File: src/rtl/rcw_pkg.sv
// ---------------------------------------------------------------------------
// rcw_pkg
// Shared types and constants of the Reno congestion window sender.
// ---------------------------------------------------------------------------
package rcw_pkg;

   // Q8.8 constants, then the dup ack limit and the send limit
   localparam logic [15:0] ONE_Q88       = 16'h0100;
   localparam logic [15:0] DUP_BUMP_Q88  = 16'h0300;
   localparam logic [15:0] THR_RESET_Q88 = 16'h4000;
   localparam logic [1:0]  DUP_LIMIT     = 2'd3;
   localparam int          MAX_SENDS     = 32;

   // register indexes of the configuration port
   localparam logic [1:0] CSR_TOTAL_PACKETS     = 2'd0;
   localparam logic [1:0] CSR_TIMEOUT_WINDOW    = 2'd1;
   localparam logic [1:0] CSR_INITIAL_THRESHOLD = 2'd2;

   typedef enum logic [1:0] {
      ACT_START   = 2'd0,
      ACT_ACK     = 2'd1,
      ACT_TIMEOUT = 2'd2,
      ACT_NONE    = 2'd3
   } action_type;

   typedef enum logic [1:0] {
      PH_SLOW  = 2'd0,
      PH_AVOID = 2'd1,
      PH_RECOV = 2'd2
   } phase_type;

   typedef enum logic [3:0] {
      ST_CLEAR,
      ST_IDLE,
      ST_DECODE,
      ST_ACK_EVAL,
      ST_DIV,
      ST_PROMOTE,
      ST_WALK_INIT,
      ST_WALK_CHK,
      ST_WALK_EVAL,
      ST_ADV_CHK,
      ST_ADV_EVAL,
      ST_FINAL
   } state_type;

   // divider handshake between sequencer and reciprocal unit
   typedef struct packed {
      logic        start;
      logic [15:0] divisor;
   } div_req_type;

   typedef struct packed {
      logic        done;
      logic [16:0] quotient;
   } div_rsp_type;

   // saturate a grown window at the cap
   function automatic logic [15:0] sat_win(input logic [17:0] w, input logic [15:0] cap);
      logic [15:0] r;
      r = (w > {2'b00, cap}) ? cap : w[15:0];
      return r;
   endfunction

endpackage

File: src/rtl/rcw_ram.sv
// ---------------------------------------------------------------------------
// rcw_ram
// Generic single write port, single read port RAM with registered read.
// ---------------------------------------------------------------------------
module rcw_ram #(
   parameter int WIDTH = 1,
   parameter int DEPTH = 64
) (
   input  logic                     clock,
   input  logic                     we,
   input  logic [$clog2(DEPTH)-1:0] waddr,
   input  logic [WIDTH-1:0]         wdata,
   input  logic [$clog2(DEPTH)-1:0] raddr,
   output logic [WIDTH-1:0]         rdata
);
   logic [WIDTH-1:0] mem_ff [DEPTH];
   logic [WIDTH-1:0] rdata_ff;

   // write port
   always_ff @(posedge clock) begin
      if (we) begin
         mem_ff[waddr] <= wdata;
      end
   end

   // registered read, old data on a same-cycle write
   always_ff @(posedge clock) begin
      rdata_ff <= mem_ff[raddr];
   end

   assign rdata = rdata_ff;
endmodule

File: src/rtl/rcw_div.sv
// ---------------------------------------------------------------------------
// rcw_div
// Bit-serial restoring divider for 65536 / window (Q8.8 reciprocal step).
// ---------------------------------------------------------------------------
module rcw_div (
   input  logic                 clock,
   input  logic                 reset,
   input  rcw_pkg::div_req_type req,
   output rcw_pkg::div_rsp_type rsp
);
   import rcw_pkg::*;

   logic        busy_ff, busy_in;
   logic        done_ff, done_in;
   logic [4:0]  step_ff, step_in;
   logic [16:0] rem_ff, rem_in;
   logic [16:0] dvd_ff, dvd_in;
   logic [16:0] quo_ff, quo_in;
   logic [15:0] dsr_ff, dsr_in;
   logic [16:0] trial;

   // one quotient bit per cycle
   always_comb begin
      busy_in = busy_ff;
      done_in = 1'b0;
      step_in = step_ff;
      rem_in  = rem_ff;
      dvd_in  = dvd_ff;
      quo_in  = quo_ff;
      dsr_in  = dsr_ff;
      trial   = {rem_ff[15:0], dvd_ff[16]};
      if (req.start) begin
         busy_in = 1'b1;
         step_in = 5'd0;
         rem_in  = 17'd0;
         dvd_in  = 17'h10000;
         quo_in  = 17'd0;
         dsr_in  = req.divisor;
      end else if (busy_ff) begin
         dvd_in = {dvd_ff[15:0], 1'b0};
         if (trial >= {1'b0, dsr_ff}) begin
            rem_in = trial - {1'b0, dsr_ff};
            quo_in = {quo_ff[15:0], 1'b1};
         end else begin
            rem_in = trial;
            quo_in = {quo_ff[15:0], 1'b0};
         end
         step_in = step_ff + 5'd1;
         if (step_ff == 5'd16) begin
            busy_in = 1'b0;
            done_in = 1'b1;
         end
      end
   end

   always_ff @(posedge clock) begin
      if (reset) begin
         busy_ff <= 1'b0;
         done_ff <= 1'b0;
         step_ff <= 5'd0;
      end else begin
         busy_ff <= busy_in;
         done_ff <= done_in;
         step_ff <= step_in;
      end
   end

   always_ff @(posedge clock) begin
      rem_ff <= rem_in;
      dvd_ff <= dvd_in;
      quo_ff <= quo_in;
      dsr_ff <= dsr_in;
   end

   assign rsp.done     = done_ff;
   assign rsp.quotient = quo_ff;
endmodule

File: src/rtl/reno_congestion_window_sender.sv
// ---------------------------------------------------------------------------
// reno_congestion_window_sender
// Reno congestion window sender with selective ack marks in a ring RAM.
// ---------------------------------------------------------------------------
// Usage:
//  - req_ channel carries one event (start, ack, timeout). req_ready is high
//    only while the sequencer is idle; one event is handled at a time.
//  - rsp_ channel returns one transaction per packet send, or one status
//    transaction when the event sends nothing; rsp_last marks the final one.
//  - csr_ writes take effect at once, with no handshake; write them while
//    the block is idle.
//  - Each event passes a decode step; a new ack in congestion avoidance then
//    waits on the reciprocal divider; then come a send walk over the sequence
//    numbers it examines and an advance of the send base over acked slots.
//    The single read port of the ack ring sets the walk rate.
//  - Reset: registers load their defaults and a clearing pass writes every
//    ack ring entry to zero, with req_ready low.
//  - A stalled receiver holds the result register; the sequencer waits
//    before each further result until the register frees up.
// ---------------------------------------------------------------------------
module reno_congestion_window_sender #(
   parameter int WINDOW    = 32,
   parameter int MAP_DEPTH = 64
) (
   input  logic                    clock,
   input  logic                    reset,
   input  logic                    req_valid,
   output logic                    req_ready,
   input  logic [1:0]              req_action,
   input  logic [31:0]             req_ack_seq,
   output logic                    rsp_valid,
   input  logic                    rsp_ready,
   output logic                    rsp_send_valid,
   output logic [31:0]             rsp_send_seq,
   output logic                    rsp_is_fin,
   output logic                    rsp_transfer_done,
   output logic [1:0]              rsp_phase_now,
   output logic                    rsp_ack_out_of_range,
   output logic                    rsp_last,
   input  logic                    csr_we,
   input  logic [1:0]              csr_addr,
   input  logic [31:0]             csr_wdata
);
   import rcw_pkg::*;

   localparam int          AW      = $clog2(MAP_DEPTH);
   localparam int          CW      = $clog2(MAP_DEPTH + 1);
   localparam logic [15:0] CAP_Q88 = 16'(WINDOW * 256);

   // state registers
   state_type   state_ff, state_in;
   logic [31:0] total_ff, total_in;
   logic [5:0]  tw_ff, tw_in;
   phase_type   phase_ff, phase_in;
   logic [15:0] win_ff, win_in;
   logic [15:0] thr_ff, thr_in;
   logic [1:0]  dup_ff, dup_in;
   logic [32:0] base_ff, base_in;
   logic [AW-1:0] bslot_ff, bslot_in;
   logic [31:0] lsent_ff, lsent_in;
   logic        fin_ff, fin_in;
   // per-event registers
   action_type  act_ff, act_in;
   logic [31:0] ack_ff, ack_in;
   logic        oor_ff, oor_in;
   logic        retx_ff, retx_in;
   logic        walk_ff, walk_in;
   logic        adv_ff, adv_in;
   logic        pend_ff, pend_in;
   logic [31:0] pseq_ff, pseq_in;
   logic [32:0] nxt_ff, nxt_in;
   logic [5:0]  cnt_ff, cnt_in;
   logic [CW-1:0] acnt_ff, acnt_in;
   // result register
   logic        rv_ff, rv_in;
   logic        rsv_ff, rsv_in;
   logic [31:0] rseq_ff, rseq_in;
   logic        rdone_ff, rdone_in;
   phase_type   rph_ff, rph_in;
   logic        roor_ff, roor_in;
   logic        rlast_ff, rlast_in;

   // ring RAM and divider hookup
   logic          ram_we;
   logic [AW-1:0] ram_waddr;
   logic          ram_wdata;
   logic [AW-1:0] ram_raddr;
   logic          ram_rdata;
   div_req_type   dreq;
   div_rsp_type   drsp;

   // helpers
   logic [32:0] ack_ext;
   logic [32:0] diff_sel;
   logic [AW:0] slot_sum;
   logic [AW-1:0] slot;
   logic        out_free;
   logic        emit;
   logic        e_sv;
   logic [31:0] e_seq;
   logic        e_last;
   logic [32:0] walk_diff;
   logic        walk_go;
   logic [32:0] start_nxt;
   // dup ack outcome
   logic [15:0] d_win, d_thr;
   phase_type   d_phase;
   logic [1:0]  d_dup, d_cnt;
   logic        d_walk, d_retx;

   rcw_ram #(.WIDTH(1), .DEPTH(MAP_DEPTH)) u_ring (
      .clock (clock),
      .we    (ram_we),
      .waddr (ram_waddr),
      .wdata (ram_wdata),
      .raddr (ram_raddr),
      .rdata (ram_rdata)
   );

   rcw_div u_div (
      .clock (clock),
      .reset (reset),
      .req   (dreq),
      .rsp   (drsp)
   );

   assign ack_ext  = {1'b0, ack_ff};
   assign out_free = !rv_ff || rsp_ready;

   // ring slot of a sequence at distance diff from the send base
   always_comb begin
      if (state_ff == ST_DECODE || state_ff == ST_ACK_EVAL) begin
         diff_sel = ack_ext - base_ff;
      end else if (state_ff == ST_WALK_CHK || state_ff == ST_WALK_EVAL) begin
         diff_sel = nxt_ff - base_ff;
      end else begin
         diff_sel = 33'd0;
      end
      slot_sum = {1'b0, bslot_ff} + {1'b0, diff_sel[AW-1:0]};
      if (slot_sum >= (AW+1)'(MAP_DEPTH)) begin
         slot_sum = slot_sum - (AW+1)'(MAP_DEPTH);
      end
      slot = slot_sum[AW-1:0];
   end

   assign ram_raddr = slot;

   // send walk bounds
   assign walk_diff = nxt_ff - base_ff;
   assign walk_go   = (nxt_ff <= {1'b0, total_ff}) &&
                      (walk_diff[32:8] == 25'd0) &&
                      ({walk_diff[7:0], 8'h00} < win_ff) &&
                      (walk_diff < 33'(MAP_DEPTH)) &&
                      (cnt_ff < 6'(MAX_SENDS));
   assign start_nxt = (!retx_ff && ({1'b0, lsent_ff} + 33'd1 > base_ff)) ?
                      {1'b0, lsent_ff} + 33'd1 : base_ff;

   // duplicate ack outcome
   always_comb begin
      d_win   = win_ff;
      d_thr   = thr_ff;
      d_phase = phase_ff;
      d_dup   = dup_ff;
      d_walk  = 1'b0;
      d_retx  = 1'b0;
      d_cnt   = (dup_ff < DUP_LIMIT) ? dup_ff + 2'd1 : dup_ff;
      if (phase_ff == PH_RECOV) begin
         d_win  = sat_win({2'b00, win_ff} + {2'b00, ONE_Q88}, CAP_Q88);
         d_walk = 1'b1;
      end else begin
         d_dup = d_cnt;
         if (d_cnt == DUP_LIMIT) begin
            d_thr   = {1'b0, win_ff[15:1]};
            d_win   = sat_win({3'b000, win_ff[15:1]} + {2'b00, DUP_BUMP_Q88}, CAP_Q88);
            d_phase = PH_RECOV;
            d_walk  = 1'b1;
            d_retx  = 1'b1;
         end
      end
   end

   // sequencer
   always_comb begin
      state_in = state_ff;
      total_in = total_ff;
      tw_in    = tw_ff;
      phase_in = phase_ff;
      win_in   = win_ff;
      thr_in   = thr_ff;
      dup_in   = dup_ff;
      base_in  = base_ff;
      bslot_in = bslot_ff;
      lsent_in = lsent_ff;
      fin_in   = fin_ff;
      act_in   = act_ff;
      ack_in   = ack_ff;
      oor_in   = oor_ff;
      retx_in  = retx_ff;
      walk_in  = walk_ff;
      adv_in   = adv_ff;
      pend_in  = pend_ff;
      pseq_in  = pseq_ff;
      nxt_in   = nxt_ff;
      cnt_in   = cnt_ff;
      acnt_in  = acnt_ff;
      ram_we    = 1'b0;
      ram_waddr = bslot_ff;
      ram_wdata = 1'b0;
      dreq.start   = 1'b0;
      dreq.divisor = win_ff;
      emit   = 1'b0;
      e_sv   = 1'b0;
      e_seq  = 32'd0;
      e_last = 1'b0;
      req_ready = 1'b0;

      case (state_ff)
         ST_CLEAR: begin
            ram_we    = 1'b1;
            ram_waddr = acnt_ff[AW-1:0];
            acnt_in   = acnt_ff + CW'(1);
            if (acnt_ff == CW'(MAP_DEPTH - 1)) begin
               state_in = ST_IDLE;
            end
         end
         ST_IDLE: begin
            req_ready = 1'b1;
            if (req_valid) begin
               act_in   = action_type'(req_action);
               ack_in   = req_ack_seq;
               oor_in   = 1'b0;
               retx_in  = 1'b0;
               walk_in  = 1'b0;
               adv_in   = 1'b0;
               pend_in  = 1'b0;
               cnt_in   = 6'd0;
               acnt_in  = '0;
               state_in = ST_DECODE;
            end
         end
         ST_DECODE: begin
            state_in = ST_PROMOTE;
            if (fin_ff) begin
               state_in = ST_FINAL;
            end else begin
               case (act_ff)
                  ACT_START: begin
                     walk_in = 1'b1;
                  end
                  ACT_TIMEOUT: begin
                     thr_in   = {1'b0, win_ff[15:1]};
                     win_in   = (phase_ff == PH_RECOV) ? sat_win({2'b00, ONE_Q88}, CAP_Q88)
                                : sat_win({4'b0000, tw_ff, 8'h00}, CAP_Q88);
                     dup_in   = 2'd0;
                     phase_in = PH_SLOW;
                     walk_in  = 1'b1;
                     retx_in  = 1'b1;
                  end
                  ACT_ACK: begin
                     if (ack_ff == 32'd0) begin
                        fin_in = 1'b1;
                     end else if (ack_ff > total_ff ||
                                  (ack_ext >= base_ff &&
                                   ack_ext - base_ff >= 33'(MAP_DEPTH))) begin
                        oor_in = 1'b1;
                     end else if (ack_ext < base_ff) begin
                        win_in   = d_win;
                        thr_in   = d_thr;
                        phase_in = d_phase;
                        dup_in   = d_dup;
                        walk_in  = d_walk;
                        retx_in  = d_retx;
                        adv_in   = 1'b1;
                     end else begin
                        state_in = ST_ACK_EVAL;
                     end
                  end
                  default: begin
                  end
               endcase
            end
         end
         ST_ACK_EVAL: begin
            adv_in   = 1'b1;
            state_in = ST_PROMOTE;
            if (ram_rdata) begin
               win_in   = d_win;
               thr_in   = d_thr;
               phase_in = d_phase;
               dup_in   = d_dup;
               walk_in  = d_walk;
               retx_in  = d_retx;
            end else begin
               ram_we    = 1'b1;
               ram_waddr = slot;
               ram_wdata = 1'b1;
               dup_in    = 2'd0;
               walk_in   = 1'b1;
               case (phase_ff)
                  PH_SLOW: begin
                     win_in = sat_win({2'b00, win_ff} + {2'b00, ONE_Q88}, CAP_Q88);
                  end
                  PH_AVOID: begin
                     if (win_ff == 16'd0) begin
                        win_in = CAP_Q88;
                     end else begin
                        dreq.start = 1'b1;
                        state_in   = ST_DIV;
                     end
                  end
                  default: begin
                     win_in   = sat_win({2'b00, thr_ff}, CAP_Q88);
                     phase_in = PH_AVOID;
                  end
               endcase
            end
         end
         ST_DIV: begin
            if (drsp.done) begin
               win_in   = sat_win({2'b00, win_ff} + {1'b0, drsp.quotient}, CAP_Q88);
               state_in = ST_PROMOTE;
            end
         end
         ST_PROMOTE: begin
            if (phase_ff == PH_SLOW && win_ff >= thr_ff) begin
               phase_in = PH_AVOID;
            end
            if (walk_ff) begin
               state_in = ST_WALK_INIT;
            end else if (adv_ff) begin
               state_in = ST_ADV_CHK;
            end else begin
               state_in = ST_FINAL;
            end
         end
         ST_WALK_INIT: begin
            if (base_ff > {1'b0, total_ff}) begin
               // everything acked: a FIN goes out
               pend_in  = 1'b1;
               pseq_in  = 32'd0;
               state_in = adv_ff ? ST_ADV_CHK : ST_FINAL;
            end else begin
               nxt_in   = start_nxt;
               state_in = ST_WALK_CHK;
            end
         end
         ST_WALK_CHK: begin
            if (walk_go) begin
               state_in = ST_WALK_EVAL;
            end else begin
               lsent_in = 32'(nxt_ff - 33'd1);
               state_in = adv_ff ? ST_ADV_CHK : ST_FINAL;
            end
         end
         ST_WALK_EVAL: begin
            if (ram_rdata) begin
               nxt_in   = nxt_ff + 33'd1;
               state_in = ST_WALK_CHK;
            end else if (!pend_ff || out_free) begin
               // previous send goes out, this one waits for its last flag
               emit     = pend_ff;
               e_sv     = 1'b1;
               e_seq    = pseq_ff;
               pend_in  = 1'b1;
               pseq_in  = nxt_ff[31:0];
               cnt_in   = cnt_ff + 6'd1;
               nxt_in   = nxt_ff + 33'd1;
               state_in = ST_WALK_CHK;
            end
         end
         ST_ADV_CHK: begin
            if (acnt_ff == CW'(MAP_DEPTH) || base_ff > {1'b0, total_ff}) begin
               state_in = ST_FINAL;
            end else begin
               state_in = ST_ADV_EVAL;
            end
         end
         ST_ADV_EVAL: begin
            if (ram_rdata) begin
               ram_we    = 1'b1;
               ram_waddr = bslot_ff;
               ram_wdata = 1'b0;
               base_in   = base_ff + 33'd1;
               bslot_in  = (bslot_ff == AW'(MAP_DEPTH - 1)) ? '0 : bslot_ff + AW'(1);
               acnt_in   = acnt_ff + CW'(1);
               state_in  = ST_ADV_CHK;
            end else begin
               state_in = ST_FINAL;
            end
         end
         ST_FINAL: begin
            if (out_free) begin
               emit     = 1'b1;
               e_sv     = pend_ff;
               e_seq    = pend_ff ? pseq_ff : 32'd0;
               e_last   = 1'b1;
               pend_in  = 1'b0;
               state_in = ST_IDLE;
            end
         end
         default: begin
            state_in = ST_IDLE;
         end
      endcase

      // configuration writes
      if (csr_we) begin
         case (csr_addr)
            CSR_TOTAL_PACKETS: begin
               total_in = csr_wdata;
            end
            CSR_TIMEOUT_WINDOW: begin
               tw_in = csr_wdata[5:0];
            end
            CSR_INITIAL_THRESHOLD: begin
               thr_in = {1'b0, csr_wdata[6:0], 8'h00};
            end
            default: begin
            end
         endcase
      end
   end

   // result register
   always_comb begin
      rv_in    = rv_ff;
      rsv_in   = rsv_ff;
      rseq_in  = rseq_ff;
      rdone_in = rdone_ff;
      rph_in   = rph_ff;
      roor_in  = roor_ff;
      rlast_in = rlast_ff;
      if (emit) begin
         rv_in    = 1'b1;
         rsv_in   = e_sv;
         rseq_in  = e_seq;
         rdone_in = fin_ff;
         rph_in   = phase_ff;
         roor_in  = oor_ff;
         rlast_in = e_last;
      end else if (rsp_ready) begin
         rv_in = 1'b0;
      end
   end

   always_ff @(posedge clock) begin
      if (reset) begin
         state_ff <= ST_CLEAR;
         total_ff <= 32'd0;
         tw_ff    <= 6'd1;
         phase_ff <= PH_SLOW;
         win_ff   <= ONE_Q88;
         thr_ff   <= THR_RESET_Q88;
         dup_ff   <= 2'd0;
         base_ff  <= 33'd1;
         bslot_ff <= AW'(1 % MAP_DEPTH);
         lsent_ff <= 32'd0;
         fin_ff   <= 1'b0;
         pend_ff  <= 1'b0;
         cnt_ff   <= 6'd0;
         acnt_ff  <= '0;
         rv_ff    <= 1'b0;
      end else begin
         state_ff <= state_in;
         total_ff <= total_in;
         tw_ff    <= tw_in;
         phase_ff <= phase_in;
         win_ff   <= win_in;
         thr_ff   <= thr_in;
         dup_ff   <= dup_in;
         base_ff  <= base_in;
         bslot_ff <= bslot_in;
         lsent_ff <= lsent_in;
         fin_ff   <= fin_in;
         pend_ff  <= pend_in;
         cnt_ff   <= cnt_in;
         acnt_ff  <= acnt_in;
         rv_ff    <= rv_in;
      end
   end

   always_ff @(posedge clock) begin
      act_ff   <= act_in;
      ack_ff   <= ack_in;
      oor_ff   <= oor_in;
      retx_ff  <= retx_in;
      walk_ff  <= walk_in;
      adv_ff   <= adv_in;
      pseq_ff  <= pseq_in;
      nxt_ff   <= nxt_in;
      rsv_ff   <= rsv_in;
      rseq_ff  <= rseq_in;
      rdone_ff <= rdone_in;
      rph_ff   <= rph_in;
      roor_ff  <= roor_in;
      rlast_ff <= rlast_in;
   end

   assign rsp_valid            = rv_ff;
   assign rsp_send_valid       = rsv_ff;
   assign rsp_send_seq         = rseq_ff;
   assign rsp_is_fin           = rsv_ff && (rseq_ff == 32'd0);
   assign rsp_transfer_done    = rdone_ff;
   assign rsp_phase_now        = rph_ff;
   assign rsp_ack_out_of_range = roor_ff;
   assign rsp_last             = rlast_ff;

   // checks
   a_status_is_last: assert property (@(posedge clock) disable iff (reset)
      rv_ff && !rsv_ff |-> rlast_ff)
      else $error("status transaction without last flag");

   a_send_limit: assert property (@(posedge clock) disable iff (reset)
      cnt_ff <= 6'(MAX_SENDS))
      else $error("send count beyond limit");

   a_win_cap: assert property (@(posedge clock) disable iff (reset)
      state_ff != ST_CLEAR |-> win_ff <= CAP_Q88)
      else $error("window above cap");

   a_idle_no_pending: assert property (@(posedge clock) disable iff (reset)
      state_ff == ST_IDLE |-> !pend_ff)
      else $error("pending send left over at idle");
endmodule
File: config.mk
export PLATFORM = sky130hd
export DESIGN_NAME = reno_congestion_window_sender
export DESIGN_NICKNAME = d
export VERILOG_FILES = /design/src/rtl/rcw_pkg.sv /design/src/rtl/rcw_ram.sv /design/src/rtl/rcw_div.sv /design/src/rtl/reno_congestion_window_sender.sv
export SDC_FILE = /design/constraint.sdc
export NUM_CORES = 1
export LEC_CHECK = 0
export ABC_AREA = 1
export BUFFER_PORTS_ARGS = -buffer_cell sky130_fd_sc_hd__buf_2
export CAP_MARGIN = 20
export CORE_MARGIN = 2
export CORE_UTILIZATION = 40
export DETAILED_ROUTE_END_ITERATION = 7
export MAX_ROUTING_LAYER = met4
export SETUP_SLACK_MARGIN = 0.4
export SLEW_MARGIN = 25
export SYNTH_ARGS = -nofsm -noshare
export SYNTH_HDL_FRONTEND = slang
export SYNTH_HIERARCHICAL = 1
export SYNTH_SLANG_ARGS = --single-unit
File: constraint.sdc
create_clock -name clock -period 5.3 [get_ports clock]
set_input_delay 0.795 -clock clock [delete_from_list [all_inputs] [get_ports clock]]
set_output_delay 0.795 -clock clock [all_outputs]
set_load 0.05 [all_outputs]
==> results of run 1 <==
[synth_stat cells (all sizes together), types with 8 or more instances]
cell    count  share of area [%]
nand2    1110                 13
inv       701                8.1
nor2      585                7.0
a21oi     342                5.3
o21ai     299                4.6
ha        272                 10
nand3     268                4.4
edfxtp    221                 20
dfxtp     207                 13
nor3      137                2.5
xor2       87                2.3
nand4      80                1.6
clkbuf     72               0.82
nor4       43               0.91
xnor2      32               0.86
buf        31               0.70
o22ai      27               0.56
nand3b     16               0.37
a211oi     11               0.27
o211ai     11               0.25
o21bai     11               0.25
o21a        9               0.21
a221oi      8               0.21
a22oi       8               0.18
a32o        8               0.24
o221ai      8               0.21
[layer usage]
layer / global-route usage [%] / wire, um / vias up
met1: 31.8 / 46600 / 14500
met4: 9.64 / 4450 / 0
met3: 2.61 / 5230 / 246
met5: - / 0 / -
li1: - / - / 15700
met2: 43.4 / 51200 / 917
[worst paths after layout]
kind                                               startpoint                       endpoint  slack, ps  cells past startpoint
worst max register to register       lsent_ff[0]$_SDFFE_PP0P_           nxt_ff[27]$_DFFE_PP_        820                     26
worst min-delay path                          req_ack_seq[19]           ack_ff[19]$_DFFE_PP_        330                      1
worst min register to register  u_div/step_ff[4]$_SDFFE_PP0P_  u_div/step_ff[4]$_SDFFE_PP0P_        450                      1
worst max-delay path                 lsent_ff[0]$_SDFFE_PP0P_           nxt_ff[27]$_DFFE_PP_        820                     26
[state kept, by name (all words and copies together), names as in the netlist, 32 cells and up]
name,cells
ack_ff,32
base_ff,33
lsent_ff,32
nxt_ff,33
pseq_ff,32
rsp_send_seq,32
total_ff,32
u_ring/mem_ff,64
[worst register-to-register path, delay by kind of cell (launching register included)]
kind / cells / cell delay [ps]
DFF: 1 / 390
xor gates and xnor gates: 1 / 170
buffers and inverters: 4 / 430
adders and majority gates: 2 / 490
and+or+nand+nor: 15 / 2250
AOI/OAI and AO/OA: 4 / 500
[report_power, final]
part           switching, mW  internal, mW  leakage [nW]
registers              0.117          3.59          3.59
logic                   1.03         0.473          11.9
clock network           1.54          2.17         0.841
[what timing repair did]
action / 4_1_cts / 5_1_grt
endpoints found under the setup margin: 0 / 35
resized for setup: 0 / 7
buffers inserted: 0 / 3
endpoints found under the hold margin: 0 / 0
[cells by family (layout without fill, tap and decap cells)]
kind of cell    count (synthesis)  in the layout  synth area share [%]
xor+xnor                      119            119                  3.18
compound gates                774            774                  13.1
fa+ha+maj                     277            277                  10.7
flops                         428            428                  32.9
buf+inv                       810            963                  9.66
simple gates                 2267           2267                  30.4
[per-stage QoR]
step           total power, mW  area [um^2]  hold slack (ps)  setup slack (ps)  utilization, %
2_1_floorplan             4.80        32800              400               821               -
3_3_place_gp              5.24        34500              441               811            42.7
3_5_place_dp              5.26        34500              446               689            42.7
4_1_cts                   8.99        36300              301               613            44.9
5_1_grt                   9.33        36300              316               429            45.0
6_report                  8.92        36300              333               825            45.0
[cell usage in the layout (no fill, tap or decap), types with 10 or more instances in the layout]
cell       count
a211oi_1      10
a21oi_1      333
buf_2        113
buf_4         42
clkbuf_1      11
clkbuf_16     52
clkinv_1      14
clkinv_2      12
dfxtp_1      207
edfxtp_1     221
ha_1         271
inv_1        667
inv_2         29
nand2_1     1072
nand2_2       35
nand3_1      248
nand3_2       20
nand3b_1      16
nand4_1       76
nor2_1       553
nor2_2        23
nor3_1       110
nor3_2        26
nor4_1        40
o211ai_1      11
o21ai_0      274
o21ai_1       23
o21bai_1      11
o22ai_1       26
xnor2_1       31
xor2_1        87
[final cells by class]
cell class | instances | area, um^2 | share of cell area, %
Sequential cell | 428 | 10800 | 29.7
Clock inverter | 34 | 379 | 1.04
Clock buffer | 64 | 1360 | 3.73
Timing Repair Buffer | 157 | 916 | 2.52
Timing Repair inverter | 1 | 7.51 | 0.0207
Tap cell | 1060 | 1330 | 3.65
Inverter | 707 | 2670 | 7.35
Multi-Input combinational cell | 3437 | 18900 | 52.0
==> impl_results.md, run 1 <==
* Ys async rst share at 0%
* Die Y at 290 um
* CTS Buffer Depth at 3
* Die Wd at 290 um
* Status: complete, no violations
* Initial antenna violation count at 0
* Syn_nets at 5,025
* Slew @ Worst Pin at 1030 ps
* Critical path type: register to register
* P&R area growth vs syn at 10.9%
* Final Cycle Share at 84.4%
* Critical path data required time at 5650 ps
* Via Count at 31,300
* Number of max-cap violations at 0
* Critical path launch point type: register
* Synth warn at 6
* TNS Setup at 0 ps
* Port bufs at 113
* Predominant post-synthesis flop cell: edfxtp_1
* Layout cells sized above 1 at 8.64%
* Core Area at 0.0808 mm^2
* Post-synthesis register bit count at 428
* Register clock-pin slew on the reported worst setup and hold paths at 60 ps
* HP Class: primary input to register
* First-pass GRT wire length at 167,000 um
* Tmin final at 4480 ps
* Highest clock rate at 223 MHz
* Mapped Cells at 4,675
* Most used cell, CP: nand2_1
* Pwr/cell area at 246 mW/mm^2
* P_leak at 16.3 nW
* # rows at 104
* DRC violations left at 0
* CP bufs+invs at 4
* CTS HTree Levels at 2
* Max Transition Viols Final at 0
* Total Wirelength at 108,000 um
* Post-synth cell types at 78
* GRT Util Overall at 25.7%
* Vias in the first global route at 29,500
* Peak per-stage delay on the critical path at 390 ps
* Vias per std cell at 5.32
* Top-level I/O count at 114
* Post-DP HPWL at 83,800 um
* CTS tree: yes
* Filler cell count at 8,452
* Clock skew at 37.6 ps
* N_diodes at 0
* Post-synth EDFFs at 221
* CTS Hold Bufs at 0
* DP Cell Count at 5,786
* Final setup viols at 0
* Routed Antenna Nets at 0
* Largest net degree at the start of global routing at 67
* Top Family by Delay on Critical Path: simple AND/OR/NAND/NOR gates
* CTS sink count at 428
* Slowest-stage cell, CP: dfxtp_1
* Avg Cell Area, Syn at 7.01 um^2
* Cell area after synthesis at 0.0328 mm^2
* Peak supply drop at 0.260 mV
* Crit-path max FO at 15
* Slew headroom at 31.2%
* Root buf cell: clkbuf_16
* Grt ovf at 0
* TritonCTS buffer count at 52
* Unrepaired setup endpoints after global routing: false
* Arr. time, crit path at 4820 ps
* Worst setup EP type: register
* Proportion of synthesized chip area in sequential cells at 32.9%
* Nets at 5,134
* Gp weighted congestion at 0.967
* WL per Instance at 18.3 um
* DR iter-0 viols at 2,382
* Worst skew pair latency at 640 ps
* Fin cells at 5,888
* Final Hold Viols at 0
* Die ar. at 0.0842 mm^2
* Initial core utilization at 40.5%
* DR pass1 iterations at 6
Power figures use the tool's default switching activity.
==> run 2: changes to the inputs <==
==> constraint.sdc (replaced) <==
create_clock -name clock -period 4.6 [get_ports clock]
set_input_delay 0.69 -clock clock [delete_from_list [all_inputs] [get_ports clock]]
set_output_delay 0.69 -clock clock [all_outputs]
set_load 0.05 [all_outputs]
==> impl_results.md, run 2 (same netlist as run 1, synthesis figures left out) <==
* Core Area at 0.0808 mm^2 (unchanged)
* Register clock-pin slew on the reported worst setup and hold paths at 60 ps (about the same)
* # rows at 104 (unchanged)
* Total power at 10.4 mW (was 8.92 mW)
* Max Transition Viols Final at 0 (unchanged)
* Status: complete, no violations (unchanged)
* Final Cycle Share at 90.7% (was 84.4%)
* Filler cell count at 8,222 (was 8,452)
* Unrepaired setup endpoints after global routing: true (was false)
* Final setup viols at 0 (unchanged)
* Worst setup EP type: register (unchanged)
* Grt ovf at 0 (unchanged)
* Arr. time, crit path at 4530 ps (was 4820 ps)
* Vias per std cell at 5.33 (was 5.32)
* Initial antenna violation count at 1 (was 0)
* Layout cells sized above 1 at 12.3% (was 8.64%)
* Slew headroom at 35.5% (was 31.2%)
* Clock skew at 35.8 ps (was 37.6 ps)
* Worst skew pair latency at 640 ps (about the same)
* Slew @ Worst Pin at 964 ps (was 1030 ps)
* Initial core utilization at 40.5% (unchanged)
* DR pass1 iterations at 6 (unchanged)
* Gp weighted congestion at 1.00 (was 0.967)
* Critical path data required time at 4950 ps (was 5650 ps)
* GRT Util Overall at 26.1% (was 25.7%)
* DR iter-0 viols at 2,493 (was 2,382)
* Reg-to-reg setup timing slack at 430 ps (was 820 ps)
* Critical path type: register to register (unchanged)
* Most common cell after layout, fill and taps aside: nand2_1 (unchanged)
* Die ar. at 0.0842 mm^2 (unchanged)
* CTS Buffer Depth at 3 (unchanged)
* Vias in the first global route at 30,000 (was 29,500)
* First-pass GRT wire length at 169,000 um (was 167,000 um)
* P&R area growth vs syn at 15.2% (was 10.9%)
* R2R Path End: nxt_ff[29]$_DFFE_PP_ (was nxt_ff[27]$_DFFE_PP_)
* Largest register FFs at 64 (unchanged)
* WHS at 230 ps (was 333 ps)
* Routed Antenna Nets at 0 (unchanged)
* Commonest non-fill, non-tap cells in the layout: nand2_1, inv_1, nor2_1, a21oi_1, ha_1 (was nand2_1, inv_1, nor2_1, a21oi_1, o21ai_0)
* TritonCTS buffer count at 52 (unchanged)
* Critical path launch point type: register (unchanged)
* CTS tree: yes (unchanged)
* Largest net degree at the start of global routing at 81 (was 67)
* Nets at 5,215 (was 5,134)
* Top-level I/O count at 114 (unchanged)
* Via Count at 31,800 (was 31,300)
* Critical Path Sink: nxt_ff[29]$_DFFE_PP_ (was nxt_ff[27]$_DFFE_PP_)
* P_leak at 17.0 nW (was 16.3 nW)
* Total Wirelength at 111,000 um (was 108,000 um)
* Peak supply drop at 0.283 mV (was 0.260 mV)
* CTS sink count at 428 (unchanged)
* Number of max-cap violations at 0 (unchanged)
* Worst r2r src: lsent_ff[0]$_SDFFE_PP0P_ (unchanged)
* Reg2Reg Depth at 23 (was 26)
* Highest clock rate at 240 MHz (was 223 MHz)
* DRC violations left at 0 (unchanged)
* Tmin final at 4170 ps (was 4480 ps)
* Regs by FF count: u_ring/mem_ff (64), base_ff (33), nxt_ff (33) (unchanged)
* Post-DP HPWL at 84,800 um (was 83,800 um)
* Crit-path max FO at 11 (was 15)
* Final Hold Viols at 0 (unchanged)
* Pwr/cell area at 276 mW/mm^2 (was 246 mW/mm^2)
* Die Wd at 290 um (unchanged)
* Die Y at 290 um (unchanged)
* Root buf cell: clkbuf_16 (unchanged)
* CTS HTree Levels at 2 (unchanged)
* HP Class: primary input to register (unchanged)
* Top reg by flops: u_ring/mem_ff (unchanged)
* WL per Instance at 18.6 um (was 18.3 um)
* Critical Path Start: lsent_ff[0]$_SDFFE_PP0P_ (unchanged)
* Port bufs at 113 (unchanged)
## run 2: cell count changes in the layout (fill, tap and decap cells not counted), sizes merged
cell,change
buf,+76
clkbuf,+11
clkinvlp,-3
diode,+2
inv,-2
clkinv,-1
## run 2: final cells by class
class                           instances  area (um^2)  area share [%]
Multi-Input combinational cell       3437        19400            51.5
Sequential cell                       428        10800            28.6
Inverter                              707         2680            7.09
Timing Repair Buffer                  238         1660            4.41
Clock buffer                           70         1490            3.96
Tap cell                             1060         1330            3.51
Clock inverter                         28          329           0.872
Timing Repair inverter                  1         7.51          0.0199
Antenna cell                            2         5.00          0.0133
## run 2: layer usage
metal  part of all wire [%]  track usage [%]
met4                    3.9             10.0
met1                     42             31.3
met3                    5.5             2.96
met5                      0                -
met2                     49             45.1
## run 2: how the worst min path moves through the flow
stage,from,end,slack [ps],cells after the start
3_5_place_dp,oor_ff$_DFFE_PP_,rsp_ack_out_of_range$_DFFE_PP_,440,0
3_3_place_gp,oor_ff$_DFFE_PP_,rsp_ack_out_of_range$_DFFE_PP_,430,0
6_report,req_action[0],act_ff[0]$_DFFE_PP_,230,1
4_1_cts,req_action[0],act_ff[0]$_DFFE_PP_,200,1
5_1_grt,req_action[0],act_ff[0]$_DFFE_PP_,220,1
2_1_floorplan,oor_ff$_DFFE_PP_,rsp_ack_out_of_range$_DFFE_PP_,400,0
## run 2: power breakdown
group	internal (mW)	switching [mW]	leakage, nW
Sequential	4.14	0.138	3.59
Clock	2.67	1.74	0.897
Combinational	0.546	1.20	12.5
## run 2: per-stage QoR
step                TNS [ps]  util, %  cells  setup slack [ps]  instance area (um^2)
global route               0     46.7   5969               254                 37700
CTS                        0     45.6   5937               407                 36800
global placement           0     43.1   5828              93.4                 34800
finish                     0     46.7   5971               429                 37700
detailed placement     -19.3     43.1   5828             -19.3                 34800
floorplan                  0        -   4675               698                 32800
## run 2: what timing repair did
| action | 4_1_cts | 5_1_grt |
|---|---|---|
| setup endpoints to repair | 83 | 133 |
| buffers inserted | 9 | 27 |
| cloned | 2 | 5 |
| gates resized for setup | 23 | 159 |
| hold buffers | 0 | 0 |
| pin swaps | 8 | 54 |
## run 2: worst max-delay path, stage by stage, from the launching register on
cell,delay (ps)
dfxtp_4,370
and3_4,200
nand4_1,120
or2_4,310
nor2_4,140
nand2_2,80
nor3_4,190
nand4_1,240
xor2_1,280
inv_2,90
ha_4,280
nand2_4,40
o21a_1,160
o21bai_1,140
a21oi_1,80
nor2_1,100
a211oi_1,50
a21boi_2,160
o21ai_2,180
nand2_4,110
buf_12,160
clkbuf_16,190
o21ai_4,150
o22ai_1,90
